`config.mk`:
```
export PLATFORM = sky130hd
export DESIGN_NAME = decimated_moving_average
export DESIGN_NICKNAME = d
export VERILOG_FILES = /design/src/hdl/dma_pkg.sv /design/src/hdl/dma_cell.sv /design/src/hdl/dma_window.sv /design/src/hdl/dma_div.sv /design/src/hdl/decimated_moving_average.sv
export SDC_FILE = /design/constraint.sdc
export NUM_CORES = 2
export LEC_CHECK = 0
export BUFFER_PORTS_ARGS = -buffer_cell sky130_fd_sc_hd__buf_2
export CAP_MARGIN = 20
export CORE_MARGIN = 8
export CORE_UTILIZATION = 55
export DETAILED_ROUTE_END_ITERATION = 6
export HOLD_SLACK_MARGIN = 0.12
export PLACE_DENSITY = 0.72
export SLEW_MARGIN = 15
export SYNTH_ARGS = -nofsm -noshare
export SYNTH_HDL_FRONTEND = slang
export SYNTH_SLANG_ARGS = --single-unit
```
`constraint.sdc`:
```
create_clock -name clk -period 7.7 [get_ports clk]
set_input_delay 0.385 -clock clk [delete_from_list [all_inputs] [get_ports clk]]
set_output_delay 0.385 -clock clk [all_outputs]
set_load 0.05 [all_outputs]
```
`src/hdl/dma_pkg.sv`:
```
// shared widths and register codes for the decimated moving average
// no dependencies; used by every module of the block
`default_nettype none

package dma_pkg;

    localparam int SAMPLE_W   = 16;
    localparam int ENTRY_W    = 17;
    localparam int AVG_W      = 17;
    localparam int APB_DATA_W = 32;
    localparam int APB_ADDR_W = 3;

    typedef logic [SAMPLE_W-1:0]        sample_t;
    typedef logic signed [ENTRY_W-1:0]  entry_t;
    typedef logic signed [AVG_W-1:0]    avg_t;

    // register index, taken from paddr[2]
    typedef enum logic [0:0] {
        REG_SAMPLE_OFFSET = 1'b0
    } reg_index_t;

endpackage

`default_nettype wire

```
`src/hdl/dma_cell.sv`:
```
// one window cell: holds a single signed entry and passes it on
// depends on dma_pkg
`default_nettype none

module dma_cell
(
    input  wire logic            clk,
    input  wire logic            rst_n,
    input  wire logic            shift,
    input  wire dma_pkg::entry_t d,
    output dma_pkg::entry_t      q
);

    dma_pkg::entry_t value_reg;
    dma_pkg::entry_t value_next;

    always_comb
    begin
        value_next = value_reg;
        if (shift)
        begin
            value_next = d;
        end
    end

    always_ff @(posedge clk or negedge rst_n)
    begin
        if (!rst_n)
        begin
            value_reg <= '0;
        end
        else
        begin
            value_reg <= value_next;
        end
    end

    assign q = value_reg;

endmodule

`default_nettype wire

```
`src/hdl/dma_window.sv`:
```
// sample window as a row of cells; the last cell holds the oldest entry
// depends on dma_pkg and dma_cell
`default_nettype none

module dma_window
#(
    parameter int WINDOW_LEN = 25
)
(
    input  wire logic            clk,
    input  wire logic            rst_n,
    input  wire logic            shift,
    input  wire dma_pkg::entry_t din,
    output dma_pkg::entry_t      oldest
);

    dma_pkg::entry_t tap [WINDOW_LEN];

    for (genvar k = 0; k < WINDOW_LEN; k++)
    begin : g_cell
        if (k == 0)
        begin : g_head
            dma_cell u_cell
            (
                .clk   (clk),
                .rst_n (rst_n),
                .shift (shift),
                .d     (din),
                .q     (tap[k])
            );
        end
        else
        begin : g_body
            dma_cell u_cell
            (
                .clk   (clk),
                .rst_n (rst_n),
                .shift (shift),
                .d     (tap[k-1]),
                .q     (tap[k])
            );
        end
    end

    assign oldest = tap[WINDOW_LEN-1];

endmodule

`default_nettype wire

```
`src/hdl/dma_div.sv`:
```
// divide the signed window sum by the window length, truncating toward zero
// four stage pipeline using a reciprocal multiply; depends on dma_pkg
`default_nettype none

module dma_div
#(
    parameter int WINDOW_LEN = 25
)
(
    input  wire logic                                   clk,
    input  wire logic                                   rst_n,
    input  wire logic                                   in_valid,
    input  wire logic signed [dma_pkg::SAMPLE_W+$clog2(WINDOW_LEN):0] in_sum,
    output logic                                        in_ready,
    output logic                                        out_valid,
    output dma_pkg::avg_t                               out_avg,
    input  wire logic                                   out_stall
);

    localparam int LOG_W  = $clog2(WINDOW_LEN);
    localparam int MAG_W  = dma_pkg::SAMPLE_W + LOG_W;
    localparam int SUM_W  = MAG_W + 1;
    localparam int SHIFT  = MAG_W + LOG_W;
    localparam int MUL_W  = MAG_W + 1;
    localparam int PROD_W = MAG_W + MUL_W;
    localparam longint unsigned RECIP_FULL =
        ((64'd1 << SHIFT) + WINDOW_LEN - 1) / WINDOW_LEN;
    localparam logic [MUL_W-1:0] RECIP = MUL_W'(RECIP_FULL);

    logic                    v1_reg, v2_reg, v3_reg, v4_reg;
    logic signed [SUM_W-1:0] s1_sum_reg;
    logic [MAG_W-1:0]        s2_mag_reg;
    logic                    s2_neg_reg;
    logic [PROD_W-1:0]       s3_prod_reg;
    logic                    s3_neg_reg;
    dma_pkg::avg_t           s4_avg_reg;

    logic                    ld1, ld2, ld3, ld4;
    logic [MAG_W-1:0]        mag_next;
    logic [PROD_W-1:0]       prod_next;
    logic [dma_pkg::AVG_W-1:0] quot;
    dma_pkg::avg_t           avg_next;

    // a stage loads when it is empty or its contents move on
    assign ld4 = !v4_reg || !out_stall;
    assign ld3 = !v3_reg || ld4;
    assign ld2 = !v2_reg || ld3;
    assign ld1 = !v1_reg || ld2;

    always_comb
    begin
        mag_next  = s1_sum_reg[SUM_W-1] ? MAG_W'(-s1_sum_reg) : MAG_W'(s1_sum_reg);
        prod_next = PROD_W'(s2_mag_reg) * PROD_W'(RECIP);
        quot      = {1'b0, s3_prod_reg[SHIFT +: dma_pkg::SAMPLE_W]};
        avg_next  = s3_neg_reg ? -$signed(quot) : $signed(quot);
    end

    always_ff @(posedge clk or negedge rst_n)
    begin
        if (!rst_n)
        begin
            v1_reg <= 1'b0;
            v2_reg <= 1'b0;
            v3_reg <= 1'b0;
            v4_reg <= 1'b0;
        end
        else
        begin
            if (ld1)
            begin
                v1_reg <= in_valid;
            end
            if (ld2)
            begin
                v2_reg <= v1_reg;
            end
            if (ld3)
            begin
                v3_reg <= v2_reg;
            end
            if (ld4)
            begin
                v4_reg <= v3_reg;
            end
        end
    end

    always_ff @(posedge clk)
    begin
        if (ld1)
        begin
            s1_sum_reg <= in_sum;
        end
        if (ld2)
        begin
            s2_mag_reg <= mag_next;
            s2_neg_reg <= s1_sum_reg[SUM_W-1];
        end
        if (ld3)
        begin
            s3_prod_reg <= prod_next;
            s3_neg_reg  <= s2_neg_reg;
        end
        if (ld4)
        begin
            s4_avg_reg <= avg_next;
        end
    end

    assign in_ready  = ld1;
    assign out_valid = v4_reg;
    assign out_avg   = s4_avg_reg;

endmodule

`default_nettype wire

```
`src/hdl/decimated_moving_average.sv`:
```
`default_nettype none

// Boxcar moving average over the last WINDOW_LEN samples, with one result beat
// for every DECIMATION samples. Each raw_sample beat has sample_offset taken
// off and is shifted into a row of WINDOW_LEN cells; the entry leaving the row
// is taken out of a running sum and the new one added, so a sample is accepted
// every clock cycle unless sample_stall is high. The window and sum start at
// zero after reset (no clearing pass), so early averages include zero entries.
// Averages are the sum divided by WINDOW_LEN, truncated toward zero, computed
// by a four stage reciprocal multiply pipeline: its sum register loads at the
// sample's accepting edge, then the magnitude, product and average registers
// follow in turn. sample_stall rises only when a sample that yields a result
// finds the first divider stage held by a stalled output.

module decimated_moving_average
#(
    parameter int WINDOW_LEN = 25,
    parameter int DECIMATION = 5
)
(
    input  wire logic                             clk,
    input  wire logic                             rst_n,
    input  wire logic                             sample_valid,
    output logic                                  sample_stall,
    input  wire logic [dma_pkg::SAMPLE_W-1:0]     raw_sample,
    output logic                                  average_valid,
    input  wire logic                             average_stall,
    output logic signed [dma_pkg::AVG_W-1:0]      window_average,
    input  wire logic                             psel,
    input  wire logic                             penable,
    input  wire logic                             pwrite,
    input  wire logic [dma_pkg::APB_ADDR_W-1:0]   paddr,
    input  wire logic [dma_pkg::APB_DATA_W-1:0]   pwdata,
    output logic [dma_pkg::APB_DATA_W-1:0]        prdata,
    output logic                                  pready
);

    localparam int POS_W = $clog2(WINDOW_LEN);
    localparam int PH_W  = (DECIMATION > 1) ? $clog2(DECIMATION) : 1;
    localparam int SUM_W = dma_pkg::SAMPLE_W + POS_W + 1;
    localparam logic [PH_W-1:0]  EMIT_PHASE = PH_W'(1 % DECIMATION);
    localparam logic [PH_W-1:0]  LAST_PHASE = PH_W'(DECIMATION - 1);
    localparam logic [POS_W-1:0] LAST_POS   = POS_W'(WINDOW_LEN - 1);

    dma_pkg::sample_t        offset_reg;
    logic [POS_W-1:0]        pos_reg, pos_next;
    logic [PH_W-1:0]         phase_reg, phase_next;
    logic signed [SUM_W-1:0] sum_reg, sum_next;

    dma_pkg::reg_index_t     reg_idx;
    logic                    cfg_write;
    logic                    accept;
    logic                    emit;
    logic                    div_ready;
    dma_pkg::entry_t         entry;
    dma_pkg::entry_t         oldest;

    // configuration port
    assign reg_idx   = dma_pkg::reg_index_t'(paddr[2]);
    assign cfg_write = psel && penable && pwrite && pready;
    assign pready    = 1'b1;

    always_comb
    begin
        case (reg_idx)
            dma_pkg::REG_SAMPLE_OFFSET:
            begin
                prdata = dma_pkg::APB_DATA_W'(offset_reg);
            end
            default:
            begin
                prdata = '0;
            end
        endcase
    end

    // position, decimation phase, entry and running sum after this sample
    always_comb
    begin
        if (pos_reg == LAST_POS)
        begin
            pos_next   = '0;
            phase_next = '0;
        end
        else
        begin
            pos_next   = pos_reg + POS_W'(1);
            phase_next = (phase_reg == LAST_PHASE) ? '0 : phase_reg + PH_W'(1);
        end
        entry    = $signed({1'b0, raw_sample}) - $signed({1'b0, offset_reg});
        sum_next = sum_reg - SUM_W'(oldest) + SUM_W'(entry);
    end

    assign emit         = (phase_next == EMIT_PHASE);
    assign sample_stall = emit && !div_ready;
    assign accept       = sample_valid && !sample_stall;

    always_ff @(posedge clk or negedge rst_n)
    begin
        if (!rst_n)
        begin
            offset_reg <= '0;
            pos_reg    <= '0;
            phase_reg  <= '0;
            sum_reg    <= '0;
        end
        else
        begin
            if (cfg_write && reg_idx == dma_pkg::REG_SAMPLE_OFFSET)
            begin
                offset_reg <= pwdata[dma_pkg::SAMPLE_W-1:0];
            end
            if (accept)
            begin
                pos_reg   <= pos_next;
                phase_reg <= phase_next;
                sum_reg   <= sum_next;
            end
        end
    end

    dma_window #(
        .WINDOW_LEN (WINDOW_LEN)
    ) u_window (
        .clk    (clk),
        .rst_n  (rst_n),
        .shift  (accept),
        .din    (entry),
        .oldest (oldest)
    );

    dma_div #(
        .WINDOW_LEN (WINDOW_LEN)
    ) u_div (
        .clk       (clk),
        .rst_n     (rst_n),
        .in_valid  (accept && emit),
        .in_sum    (sum_next),
        .in_ready  (div_ready),
        .out_valid (average_valid),
        .out_avg   (window_average),
        .out_stall (average_stall)
    );

    // an accepted result-bearing sample must find the divider ready
    a_emit_taken: assert property (@(posedge clk) disable iff (!rst_n)
        (sample_valid && !sample_stall && emit) |-> div_ready)
        else $error("sample with result accepted while divider busy");

    a_pos_range: assert property (@(posedge clk) disable iff (!rst_n)
        pos_reg <= LAST_POS)
        else $error("write position out of window");

    a_phase_range: assert property (@(posedge clk) disable iff (!rst_n)
        phase_reg <= LAST_PHASE)
        else $error("decimation phase out of range");

    // phase restarts together with the position
    a_phase_wrap: assert property (@(posedge clk) disable iff (!rst_n)
        (pos_reg == '0) |-> (phase_reg == '0))
        else $error("phase not aligned with window wrap");

endmodule

`default_nettype wire

```
Yosys cells after proc, flatten, opt, wreduce, memory -nomap -nowiden. Cells that the tools add are included.

Logic and storage cells: 75. Output and inout bits: 52. Input port bits: 58. Bits in registers: 579.

Multipliers: 1. Add/subtract/negate cells: 7. Equal/unequal tests: 3. Multiplexer cells: 6. Bitwise operators: 1. Reduce and logical (&&, ||, !) cells: 17.

Operator list (number): 21-bit by 22-bit multiplier with 42-bit output, second input constant (1); 16-bit two-way mux (2); 22-bit by 17-bit adder with 22-bit output (1); 22-bit by 17-bit subtractor with 22-bit output (1); 21-bit two-way mux (1); 21-bit negator (1); 16-bit negator with 17-bit output (1); 16-bit by 16-bit subtractor with 17-bit output (1); 1-bit logical NOT (7); 1-bit logical AND (6); 3-bit two-way mux (2); 5-bit by 1-bit adder with 5-bit output, second input constant (1); 5-bit equality test, second input constant (1); 5-bit two-way mux (1); 1-bit logical OR (4); 3-bit by 1-bit adder with 3-bit output, second input constant (1); 3-bit by 1-bit equality test with 1-bit output, second input constant (1); 3-bit equality test, second input constant (1); 1-bit inverter (1).

Longest topological paths before layout.
Depth after elaboration: 10. Mapped depth: 25. Mapped depth without buffers: 25.

By module. Synthesis repeated with hierarchy kept, for this count alone.

Cell total of the unflattened synthesis: 2414. Area, all modules: 32590.0 sq um.

Modules (own cells, without submodules): dma_cell (instances 25, seq. area each 425.4 sq um, area an instance 685.7 sq um, cells each 36); dma_div (instances 1, seq. area each 2442.3 sq um, area an instance 10747.8 sq um, cells each 963); decimated_moving_average (instances 1, seq. area each 1151.1 sq um, area an instance 4700.8 sq um, cells each 551).

Worst setup path before layout. OpenSTA, ideal clock, no wires.

Path kind: register to register. Start: register u_div.s2_mag_reg[4]. End: register u_div.s3_prod_reg[35], data pin. Buffers on the path: 0. Setup time: 0.259 ns. Stages on the path, launching flop included: 22. Required time: 7.441 ns. Setup slack: 1.488 ns. Clock period less this slack: 6.212 ns. Arrival: 5.954 ns. Path through: edfxtp_1 inv_1 fa_1 fa_1 fa_1 fa_1 fa_1 inv_1 fa_1 inv_1 fa_1 inv_1 ha_1 a21o_1 a21o_1 a21oi_1 o21ai_0 or2_1 o2111ai_2 nand3b_2 a31o_1 xor2_1.

Word-level cells in the longest chain between the ends: 1.

Ends and longest elaborated chain: from (decl) (line dma_div.sv:32) `logic [MAG_W-1:0] s2_mag_reg;`; from (signal assigned) (line dma_div.sv:96) `s2_mag_reg <= mag_next;`; 21-bit by 22-bit multiplier with 42-bit output (line dma_div.sv:53) `prod_next = PROD_W'(s2_mag_reg) * PROD_W'(RECIP);`; via u_div.prod_next[35] (line dma_div.sv:40) `logic [PROD_W-1:0] prod_next;`; to (signal assigned) (line dma_div.sv:101) `s3_prod_reg <= prod_next;`; to (decl) (line dma_div.sv:34) `logic [PROD_W-1:0] s3_prod_reg;`.

The timed path passes the listed nets, and every way through them passes these cells. A chain may end at the register's enable or synchronous reset.

Worst setup path after layout.
Start: register u_div.s2_mag_reg[4]. End: register u_div.s3_prod_reg[40], data pin.

Same word-level chain as after synthesis.

==> metrics.md <==
| Metric | Value |
|---|---|
| Horizontal extent of the die | `253 um` |
| Detail-routed via count per cell | `5.12` |
| Total Routed Length | `approximately 62000 um` |
| Multiplexer share of the synthesized area | `0.981%` |
| Proportion of synthesized flip-flops having asynchronous set or reset | `85.9%` |
| Total clock sinks | `553` |
| Share of cells above drive strength 1 | `7.13%` |
| Required arrival time at the worst endpoint | `8.04 ns` |
| Number of clock buffers inserted by TritonCTS | `between 50 and 60` |
| Crit path largest cell delay | `0.60 ns` |
| Number of placement rows | `87` |
| DRT iter0 DRCs | `1370` |
| Gr ovfl total | `0` |
| Clock tree from TritonCTS | `built` |
| Worst-path cell with the longest stage delay | `fa_1` |
| Wirelength per Cell | `roughly 15 um` |
| Predominant post-synthesis flop cell | `dfrtp_1` |
| Vias in the first global route | `approximately 22000` |
| Starting density of the core | `55.2%` |
| Final Critical Period | `6.90 ns` |
| Transition time of the tightest slew-check pin | `0.963 ns` |
| DIE HEIGHT | `253 um` |
| Post-route antenna net violation count | `0` |
| Detail Placement HPWL | `~45000 um` |
| Core Region | `56000 um2` |
| H-tree level count | `2` |
| Antenna violations before repair | `1` |
| Fmax | `145 MHz` |
| Wire length of the first global-routing pass | `~110000 um` |
| Number of endpoints failing setup at the final stage | `0` |
| Post-Place Setup Slack | `0.856 ns` |
| CTS Root Buffer Type | `clkbuf_16` |
| Critical path start-end classification | `reg2reg` |
| Multi-input logic area | `14900 um2` |
| Simple-gate share of the synthesized area | `18.4%` |
| Largest family of logic cells by synthesized area | `adder cells` |
| GP Congestion | `0.874` |
| Mean instance size in the synthesized netlist | `9.59 um2` |
| Clk slew on worst S/H paths | `0.07 ns` |
| Number of vias in the routed layout | `approximately 21000` |
| Result of the run | `completed` |
| Adder and majority cell fraction of the synthesized area | `21.5%` |
| Setup crit start kind | `register` |
| Cell Area, Synth | `between 30000 and 40000 um2` |
| Maximum number of pins on one net before global-route repair | `178` |
| Synth Warn # | `0` |
| Flip-flop count of the largest register, all copies and words added | `408` |
| Number of search-and-repair iterations in the first detailed-routing pass | `5` |
| Synthesized-area fraction occupied by ao, oa, aoi and oai cells | `4.56%` |
| Area added between synthesis and finish | `10.6%` |
| Post-CTS setup repair buffer count | `0` |
| Commonest cells after routing, fill and taps aside | `nand2_1, dfrtp_1, inv_1, ha_1, fa_1` |
| Most common library cell in the layout ignoring fill and taps | `nand2_1` |
| Final critical-path share of the clock period | `89.6%` |
| Number of primary I/O pins | `110` |
| Final Hold Vio Count | `0` |
| Peak fanout along the critical path | `7` |
| Number of maximum-capacitance constraint violations | `0` |
| Clock skew after layout | `0.0660 ns` |
| Critical path capture point type | `register` |
| Portion of the post-synthesis area used by sequential elements | `46.1%` |
| Normalized max-slew margin | `35.8%` |
| Number of buffers on the longest clock path | `3` |
| Filler cell count in the final layout | `4711` |
| Min-Delay Path Class | `in2reg` |
| Setup repair after global routing missed its margin | `no` |
| Layout net count | `between 3000 and 4000` |
| Post-Route Setup TNS | `0 ns` |
| Pins over their slew limit | `0` |
| Overall track demand over capacity in global routing | `19.9%` |
| Count of flip-flops with a built-in enable after synthesis | `78` |
| Area share of xor/xnor cells in the synthesized design | `under 10%` |
| Worst-case setup margin in the final layout | `0.801 ns` |
| Residual DRC | `0` |
| Worst hold stages | `4` |
| Count of state elements after synthesis | `553` |
| DIE AREA | `64000 um2` |
| Data arrival time at the worst-slack endpoint | `7.24 ns` |
| Clock network latency to the later pin of the worst-skew pair | `around 0.65 ns` |
| I/O Buffers | `74` |
| Area used by sequential logic in the layout | `14200 um2` |
| Cell count after synthesis | `3218` |
| Worst-path cell chain | `inv_1, fa_1, fa_1, fa_1, fa_1, fa_1, inv_1, fa_1, inv_1, fa_1, inv_1, ha_1, a21o_1, a21o_1, a21oi_1, o21ai_0, o31ai_1, nand3b_1, a21o_1, a21oi_1, xnor2_1` |
| Top cell by count, worst path | `fa_1` |
| R2R cell count | `21` |
| Distinct cell type count of the synthesized netlist | `69` |
==> synth_stat cells, types with 3 or more instances <==
cell type | instances | area share, %
a2111oi_2 | 3 | 0.15
a211oi_1 | 4 | 0.097
a21o_1 | 36 | 0.88
a21oi_1 | 47 | 0.76
a31oi_1 | 6 | 0.12
and3_1 | 8 | 0.16
buf_1 | 4 | 0.049
buf_2 | 24 | 0.39
buf_4 | 17 | 0.41
clkbuf_1 | 76 | 0.92
dfrtp_1 | 475 | 39
edfxtp_1 | 78 | 7.6
fa_1 | 177 | 11
ha_1 | 247 | 10
inv_1 | 349 | 4.2
mux2_2 | 26 | 0.95
nand2_1 | 1297 | 16
nand2b_1 | 10 | 0.20
nand3_1 | 22 | 0.36
nand3b_1 | 3 | 0.073
nand4_1 | 6 | 0.12
nand4b_1 | 4 | 0.11
nor2_1 | 43 | 0.52
nor2b_1 | 8 | 0.16
nor3_1 | 11 | 0.18
nor3b_1 | 3 | 0.073
nor4_1 | 3 | 0.061
o211ai_1 | 5 | 0.12
o21a_1 | 4 | 0.097
o21ai_0 | 68 | 1.1
o21bai_1 | 3 | 0.073
o31ai_1 | 11 | 0.27
o41ai_1 | 5 | 0.14
or2_2 | 8 | 0.16
or3_1 | 4 | 0.081
or4_1 | 3 | 0.073
xnor2_1 | 62 | 1.8
xor2_1 | 22 | 0.62
==> metal layers <==
metal	global-route usage, %	routed length (um)	vias up
met4	5.31	1420	0
met1	25.4	27000	10500
met2	35.8	32300	232
met5	0	0	-
met3	2.07	1580	85
li1	-	-	10100
==> kinds of logic (layout without fill, tap and decap cells) <==
group	after synthesis	in the layout
AO/OA/AOI/OAI	215	215
XOR/XNOR	85	85
adder cells (fa/ha/maj)	424	424
buffers and inverters	470	562
flip-flops	553	553
multiplexers	27	27
other	2	18
AND/OR/NAND/NOR	1442	1442
==> final cells by class <==
| type | count | share of cell area (%) |
|---|---|---|
| multi-input combinational | 2210 | 43.5 |
| tap | 756 | 2.77 |
| sequential | 553 | 41.7 |
| inverter | 349 | 3.84 |
| antenna | 1 | 0.00733 |
| clock buffer | 80 | 4.81 |
| timing repair buffer | 107 | 2.21 |
| clock inverter | 26 | 1.15 |
==> timing repair <==
action                                  CTS  global route
hold buffers                             18             0
gates resized for setup                   0             0
endpoints found under the setup margin    0             0
endpoints found under the hold margin    96             0
==> path summary, 6_finish.rpt <==
path,to,slack [ns],from
worst min register to register,u_div.s3_neg_reg,0.42,u_div.s2_neg_reg
worst max-delay path,u_div.s3_prod_reg[40],0.80,u_div.s2_mag_reg[4]
worst max register to register,u_div.s3_prod_reg[40],0.80,u_div.s2_mag_reg[4]
min in group asynchronous,u_window.g_cell[10].g_body.u_cell.q[16],0.36,rst_n
worst min-delay path,u_window.g_cell[0].g_head.u_cell.q[1],0.28,raw_sample[1]
max in group asynchronous,u_window.g_cell[10].g_body.u_cell.q[15],5.92,rst_n
==> metrics by stage <==
step | area (um2) | instances | hold slack [ns] | util [%]
after global placement | 31900 | 3956 | 0.401 | 57.0
final | 34100 | 4082 | 0.280 | 61.0
after floorplan | 30900 | 3233 | 0.0894 | -
after CTS | 34100 | 4080 | 0.244 | 60.9
after global routing | 34100 | 4082 | 0.291 | 61.0
after detailed placement | 31900 | 3956 | 0.406 | 57.0
==> worst max-delay path: cells and delay by family, from the launching register on <==
| kind | cells | cell delay, ns |
|---|---|---|
| xor+xnor | 1 | 0.08 |
| compound gates | 7 | 1.59 |
| buf+inv | 4 | 0.34 |
| flops | 1 | 0.58 |
| fa+ha+maj | 8 | 3.77 |
| simple gates | 1 | 0.26 |
Power is not shown: default switching activity piles up to over one toggle a cycle in this logic, so the estimate is an artifact.
